## config.mk

```make
export PLATFORM = sky130hd
export DESIGN_NAME = icms_seq
export DESIGN_NICKNAME = d
export VERILOG_FILES = /design/src/rtl/icms_pkg.sv /design/src/rtl/icms_seq.sv
export SDC_FILE = /design/constraint.sdc
export NUM_CORES = 1
export LEC_CHECK = 0
export ABC_AREA = 1
export BUFFER_PORTS_ARGS = -buffer_cell sky130_fd_sc_hd__buf_4
export CAP_MARGIN = 20
export CORE_UTILIZATION = 55
export CTS_CLUSTER_SIZE = 10
export DETAILED_ROUTE_END_ITERATION = 12
export PLACE_DENSITY = 0.74
export SYNTH_ARGS = -nofsm -noshare
export SYNTH_HDL_FRONTEND = slang
export SYNTH_SLANG_ARGS = --single-unit
```

## constraint.sdc

```tcl
create_clock -name clk -period 6.71 [get_ports clk]
set_input_delay 1.0065 -clock clk [delete_from_list [all_inputs] [get_ports clk]]
set_output_delay 1.0065 -clock clk [all_outputs]
set_load 0.005 [all_outputs]
```

## src/rtl/icms_pkg.sv

```systemverilog
// Shared types and constants for the inversion-count merge-sort block.
// Used by icms_seq, inversion_count_merge_sort_top and the testbench; no dependencies.
`default_nettype none

package icms_pkg;

	localparam int DEF_MAX_ITEMS  = 1024;
	localparam int DEF_VALUE_BITS = 32;
	localparam int IN_VALUE_WIDTH = 32;
	localparam int TOTAL_WIDTH    = 19;
	localparam logic [TOTAL_WIDTH-1:0] TOTAL_MAX = '1;

	typedef enum logic [2:0] {
		S_IDLE,
		S_SETUP,
		S_READ,
		S_MERGE,
		S_DONE
	} icms_state_t;

	typedef struct packed {
		logic busy;
		logic done;
		logic wr_en;
		logic wr_bank;
		logic rd_bank;
	} icms_ctrl_t;

endpackage

`default_nettype wire

```

## src/rtl/icms_seq.sv

```systemverilog
// Merge-pass sequencer: walks the runs of a bottom-up merge sort, one compare per element,
// and accumulates the inversion count with a saturating adder. Depends on icms_pkg.
`default_nettype none

module icms_seq
	import icms_pkg::*;
#(
	parameter int MAX_ITEMS  = DEF_MAX_ITEMS,
	parameter int VALUE_BITS = DEF_VALUE_BITS,
	localparam int AW        = $clog2(MAX_ITEMS),
	localparam int IW        = $clog2(MAX_ITEMS + 1)
) (
	input  wire logic                   clk,
	input  wire logic                   arst_n,
	input  wire logic                   go,
	input  wire logic [IW-1:0]          n_in,
	input  wire logic                   ovf_in,
	input  wire logic [VALUE_BITS-1:0]  rdata_a,
	input  wire logic [VALUE_BITS-1:0]  rdata_b,
	output logic      [AW-1:0]          rd_addr_a,
	output logic      [AW-1:0]          rd_addr_b,
	output logic      [AW-1:0]          wr_addr,
	output logic      [VALUE_BITS-1:0]  wr_data,
	output icms_ctrl_t                  ctrl,
	output logic      [TOTAL_WIDTH-1:0] total,
	output logic                        ovf
);

	localparam int SW = ((IW > TOTAL_WIDTH) ? IW : TOTAL_WIDTH) + 1;

	icms_state_t state_q, state_d;

	logic [IW-1:0]          n_q, w_q, lo_q, mid_q, hi_q, a_q, b_q, k_q;
	logic                   src_q, ovf_q;
	logic [TOTAL_WIDTH-1:0] acc_q;

	logic                   a_avail, b_avail, take_a, run_end, pass_end, all_done;
	logic [IW-1:0]          k_nxt, inc;
	logic [IW:0]            lo_w, w2;
	logic [IW+1:0]          lo_2w;
	logic [IW-1:0]          mid_new, hi_new;
	logic [SW-1:0]          sum;
	logic [TOTAL_WIDTH-1:0] acc_sat;

	always_comb begin
		a_avail  = a_q < mid_q;
		b_avail  = b_q < hi_q;
		take_a   = a_avail && (!b_avail || (rdata_a <= rdata_b));
		k_nxt    = k_q + IW'(1);
		run_end  = k_nxt == hi_q;
		pass_end = hi_q == n_q;
		w2       = {w_q, 1'b0};
		all_done = w2 >= {1'b0, n_q};
		lo_w     = {1'b0, lo_q} + {1'b0, w_q};
		lo_2w    = {2'b00, lo_q} + {1'b0, w_q, 1'b0};
		mid_new  = (lo_w > {1'b0, n_q}) ? n_q : lo_w[IW-1:0];
		hi_new   = (lo_2w > {2'b00, n_q}) ? n_q : lo_2w[IW-1:0];
		inc      = (!take_a && a_avail) ? (mid_q - a_q) : '0;
		sum      = SW'(acc_q) + SW'(inc);
		acc_sat  = (sum > SW'(TOTAL_MAX)) ? TOTAL_MAX : sum[TOTAL_WIDTH-1:0];
	end

	always_ff @(posedge clk or negedge arst_n) begin
		if (!arst_n) begin
			state_q <= S_IDLE;
		end else begin
			state_q <= state_d;
		end
	end

	always_comb begin
		state_d      = state_q;
		ctrl.busy    = 1'b1;
		ctrl.done    = 1'b0;
		ctrl.wr_en   = 1'b0;
		ctrl.wr_bank = ~src_q;
		ctrl.rd_bank = src_q;
		unique case (state_q)
			S_IDLE: begin
				ctrl.busy = 1'b0;
				if (go) begin
					state_d = (n_in < IW'(2)) ? S_DONE : S_SETUP;
				end
			end
			S_SETUP: begin
				state_d = S_READ;
			end
			S_READ: begin
				state_d = S_MERGE;
			end
			S_MERGE: begin
				ctrl.wr_en = 1'b1;
				if (run_end && pass_end && all_done) begin
					state_d = S_DONE;
				end else if (run_end) begin
					state_d = S_SETUP;
				end else begin
					state_d = S_READ;
				end
			end
			S_DONE: begin
				ctrl.done = 1'b1;
				state_d   = S_IDLE;
			end
			default: begin
				state_d = S_IDLE;
			end
		endcase
	end

	always_ff @(posedge clk or negedge arst_n) begin
		if (!arst_n) begin
			n_q   <= '0;
			w_q   <= '0;
			lo_q  <= '0;
			mid_q <= '0;
			hi_q  <= '0;
			a_q   <= '0;
			b_q   <= '0;
			k_q   <= '0;
			src_q <= 1'b0;
			ovf_q <= 1'b0;
			acc_q <= '0;
		end else begin
			unique case (state_q)
				S_IDLE: begin
					if (go) begin
						n_q   <= n_in;
						ovf_q <= ovf_in;
						w_q   <= IW'(1);
						lo_q  <= '0;
						src_q <= 1'b0;
						acc_q <= '0;
					end
				end
				S_SETUP: begin
					mid_q <= mid_new;
					hi_q  <= hi_new;
					a_q   <= lo_q;
					b_q   <= mid_new;
					k_q   <= lo_q;
				end
				S_MERGE: begin
					acc_q <= acc_sat;
					k_q   <= k_nxt;
					if (take_a) begin
						a_q <= a_q + IW'(1);
					end else begin
						b_q <= b_q + IW'(1);
					end
					if (run_end) begin
						if (pass_end) begin
							lo_q  <= '0;
							w_q   <= w2[IW-1:0];
							src_q <= ~src_q;
						end else begin
							lo_q <= hi_q;
						end
					end
				end
				default: begin
				end
			endcase
		end
	end

	assign rd_addr_a = a_q[AW-1:0];
	assign rd_addr_b = b_q[AW-1:0];
	assign wr_addr   = k_q[AW-1:0];
	assign wr_data   = take_a ? rdata_a : rdata_b;
	assign total     = acc_q;
	assign ovf       = ovf_q;

endmodule

`default_nettype wire

```

==> flow_summary.yaml <==
outcome:
  run_status: "finished clean"
layout:
  layout.nets: 1849
  area_growth_pct: 13.83
  area_used_by_multi_input_combinational_logic_um2: 6698
  layout_cells_sized_above_1: 0.1448
  num_antenna_cells: 0
  layout.cell_area.non_filler_um2: 12090
  final-seq-area_um2: 2803
  final.fill_count: 1752
  stdcell_count: 1911
route:
  met2WireLength_um: 14530
  dr.pass1.iters: 5
  total_wire_length_um: 30080
  dr.first_iter.drc_count: 824
  vias: 10402
  detailroute.wirelength.met3_um: 1727
  highest-signal-layer: "met4"
  drtAntennaViolNets: 0
  route.detailed.vias_per_inst: 5.443
  drc_violations: 0
  met1Wirelength_um: 12820
  average_wire_per_standard_cell_um: 15.74
setup_path:
  worst_path_largest_cell_delay_ns: 0.64
  critical_path_required_ns: 5.70
  cp_num_buf_inv: 6
  timing.critical_path.fanout_max: 63
  arrival_worst_endpoint_ns: 3.27
  cp_top_family: "buffers and inverters"
  cpMaxStageDelayCell: "inv_2"
  path_common_cell: "nand2_1"
  cp_class: "input port to output port"
  crit_path_start_kind: "input port"
  crit_chain: "buf_4 > inv_1 > ha_1 > nand2_1 > nor2_1 > inv_1 > nor2_1 > nand2_1 > clkinv_1 > nand4_1 > nand3_1 > nand2_1 > inv_2 > nand2_1 > o21ai_0 > buf_4"
  crit_path_end_kind: "output port"
yosys:
  syn_nets: 1744
  synth_area_um2: 10620
  yosys.cell_types.count: 44
  ys_seq_elements: 112
  synth_seq_area_share: 0.2639
  synth-edff-count: 0
  synth_top_flop_cell: "dfrtp_1"
  async_flop_share: 1.000
  synthesis.instances: 1541
  average_instance_area_after_synthesis_um2: 6.892
  yosysWarnings: 0
power_and_ir_drop:
  power.density_nw_per_um2: 334.9
  internal_power_w: 0.002065
  switchingPower_w: 0.001984
  power_frac_seq: 0.257
  clock_power_share: 0.137
  power.combinational.fraction: 0.606
  power_switching_share: 0.4899
  total_power_w: 0.004049
  peakVddDrop_v: 0.0001888
  total_leakage_power_nw: 6.724
clock_tree:
  cts_tree: "built"
  htreeDepth: 3
  cts_inserted_buffers: 9
  cts-hold-fix-buffers: 0
  cts_post_setup_buffers_inserted: 0
  cts.sinks: 112
  cts_root_buffer: "clkbuf_16"
  cts.repair.resized: 0
  clock_path_buffers: 2
  clock_insertion_delay_worst_skew_ns: 0.37
  clkSlewWorstSetupHoldPaths_ns: 0.08
floorplanning:
  floorplan.die_area_um2: 19870
  die_width_um: 141.0
  initial_utilization: 0.5640
  die-height_um: 141.0
  core_area_um2: 18830
  placement_rows: 50
  boundaryPins: 166
sta:
  worst_clock_skew_ns: 0.01415
  smallest_hold_slack_ns: 0.5149
  max_clock_freq_mhz: 233.8
  fin_setup_tns_ns: 0
  grt_setup_unrepaired: "no"
  min_period_over_period: 0.6373
  worst_pin_slew_ns: 0.8396
  min_period_ns: 4.277
  setup_viol_count_final: 0
  final_hold_viol_count: 0
  slew_viol_final: 0
  slew-limit-headroom: 0.4394
placement:
  dpl_cell_area_um2: 11790
  gp_routability_congestion: 0.9549
  port_buffers: 165
  place.detailed.instances: 1895
  dp_hpwl_um: 23200
min_path:
  hold_path.class: "flop to flop"
job:
  timing.max_cap.violations: 0
global_route:
  grt_pass1_wl_um: 48180
  global_route.overflow_total: 0
  first_global_vias: 9723
  grt_antenna_before_repair: 0
  largest_net_degree_at_the_start_of_global_routing: 64
  grt.total_usage: 0.3066
[cell usage after synthesis, types with 2 or more instances]
master    number  area (um2)
nor2_4         2       22.52
o21ai_1        3       15.01
fa_1           4       80.08
o21ai_2       13       113.9
o21ai_0       78       390.4
a21oi_1       78       390.4
or2_2          6       37.54
a21o_1        18       135.1
nand4_1       33       206.5
inv_1        178       668.1
o21bai_1       4       30.03
buf_1          4       15.01
clkbuf_1      26       97.59
buf_2         12       60.06
o221ai_1       2       17.52
a22oi_1        9       67.56
dfrtp_1      112        2803
nand3b_1       7       52.55
nor3_1        20       100.1
inv_2          2       7.510
xor2_1        36       315.3
xnor2_1       14       122.6
o21a_1         6       45.04
ha_1         120        1501
a211oi_1       2       15.01
a21oi_2        2       17.52
nand3_2        2       20.02
a31oi_1        4       25.02
nand3_1      146       730.7
nand2_2       16       100.1
a21boi_0       3       22.52
buf_4         31       232.7
nand2_1      441        1655
buf_6          4       45.04
o211ai_1       6       45.04
nor2_2         5       31.28
nor2_1        85       319.1
[tightest hold or removal path, delay by kind of cell, from the launching register on]
family | cells | cell delay (ns)
flip-flops | 1 | 0.37
AND/OR/NAND/NOR | 1 | 0.07
AO/OA/AOI/OAI | 1 | 0.05
[flip-flops by register name, indices dropped and copies added, names as in the netlist]
| name | flops |
|---|---|
| src_q | 1 |
| mid_q | 11 |
| lo_q | 11 |
| ovf | 1 |
| a_q | 11 |
| b_q | 11 |
| w_q | 11 |
| k_q | 11 |
| state_q | 3 |
| n_q | 11 |
| total | 19 |
| hi_q | 11 |
[routing by layer]
metal / global-route usage / vias up
li1: - / 5256
met1: 0.3759 / 4788
met2: 0.5391 / 303
met3: 0.04891 / 55
met4: 0.1184 / 0
met5: 0 / -
[placed cells by master, fill, tap and decap left out, drive strengths merged]
| cell type | netlist | layout |
|---|---|---|
| a211oi | 2 | 2 |
| a21boi | 3 | 3 |
| a21o | 18 | 18 |
| a21oi | 80 | 80 |
| a22oi | 9 | 9 |
| a31oi | 4 | 4 |
| buf | 51 | 171 |
| clkbuf | 26 | 9 |
| clkinv | 1 | 6 |
| dfrtp | 112 | 112 |
| fa | 4 | 4 |
| ha | 120 | 120 |
| inv | 180 | 182 |
| mux2 | 1 | 1 |
| nand2 | 457 | 457 |
| nand3 | 148 | 148 |
| nand3b | 8 | 8 |
| nand4 | 33 | 33 |
| nor2 | 92 | 92 |
| nor3 | 20 | 20 |
| nor3b | 1 | 1 |
| nor4 | 1 | 1 |
| o2111a | 1 | 1 |
| o211ai | 6 | 6 |
| o21a | 6 | 6 |
| o21ai | 94 | 94 |
| o21bai | 4 | 4 |
| o221ai | 2 | 2 |
| o22ai | 1 | 1 |
| or2 | 6 | 6 |
| xnor2 | 14 | 14 |
| xor2 | 36 | 36 |
[worst paths after layout]
check	startpoint	end	slack [ns]	cells after the start
setup / recovery	rdata_b[31]	wr_data[26]	2.43	16
max in group asynchronous	arst_n	b_q[7]	4.77	2
hold reg to reg	src_q	src_q	0.51	2
min in group asynchronous	arst_n	total[2]	0.73	1
hold / removal	src_q	src_q	0.51	2
setup reg to reg	hi_q[8]	total[6]	2.57	17
[power groups by stage]
stage	clock network, W	logic (W)	registers [W]
floorplan	0	0.00170	0.000958
global placement	0	0.00240	0.00104
detailed placement	0	0.00244	0.00105
CTS	0.000562	0.00245	0.00103
global route	0.000584	0.00277	0.00105
finish	0.000553	0.00245	0.00104
[cells by family (layout without fill, tap and decap cells)]
logic type,Yosys count,in the layout,synth area share
simple gates,766,766,0.3116
mux,1,1,0.001060
xor+xnor,50,50,0.04123
buf+inv,258,368,0.1064
compound gates,230,230,0.1269
fa+ha+maj,124,124,0.1489
flops,112,112,0.2639
[area by class of cell]
cell class | count | share of cell area
Multi-Input combinational cell | 1171 | 0.5540
Sequential cell | 112 | 0.2318
Timing Repair Buffer | 171 | 0.1062
Inverter | 181 | 0.05620
Tap cell | 260 | 0.02691
Clock buffer | 9 | 0.01863
Clock inverter | 7 | 0.006210
[per-stage QoR]
| stage | setup slack [ns] | utilization |
|---|---|---|
| finish | 2.433 | 0.6420 |
| global route | 1.972 | 0.6420 |
| CTS | 2.404 | 0.6420 |
| detailed placement | 2.094 | 0.6260 |
| global placement | 2.197 | 0.6260 |
| floorplan | 2.646 | - |
Note: power is estimated with default switching activity, not from simulation.
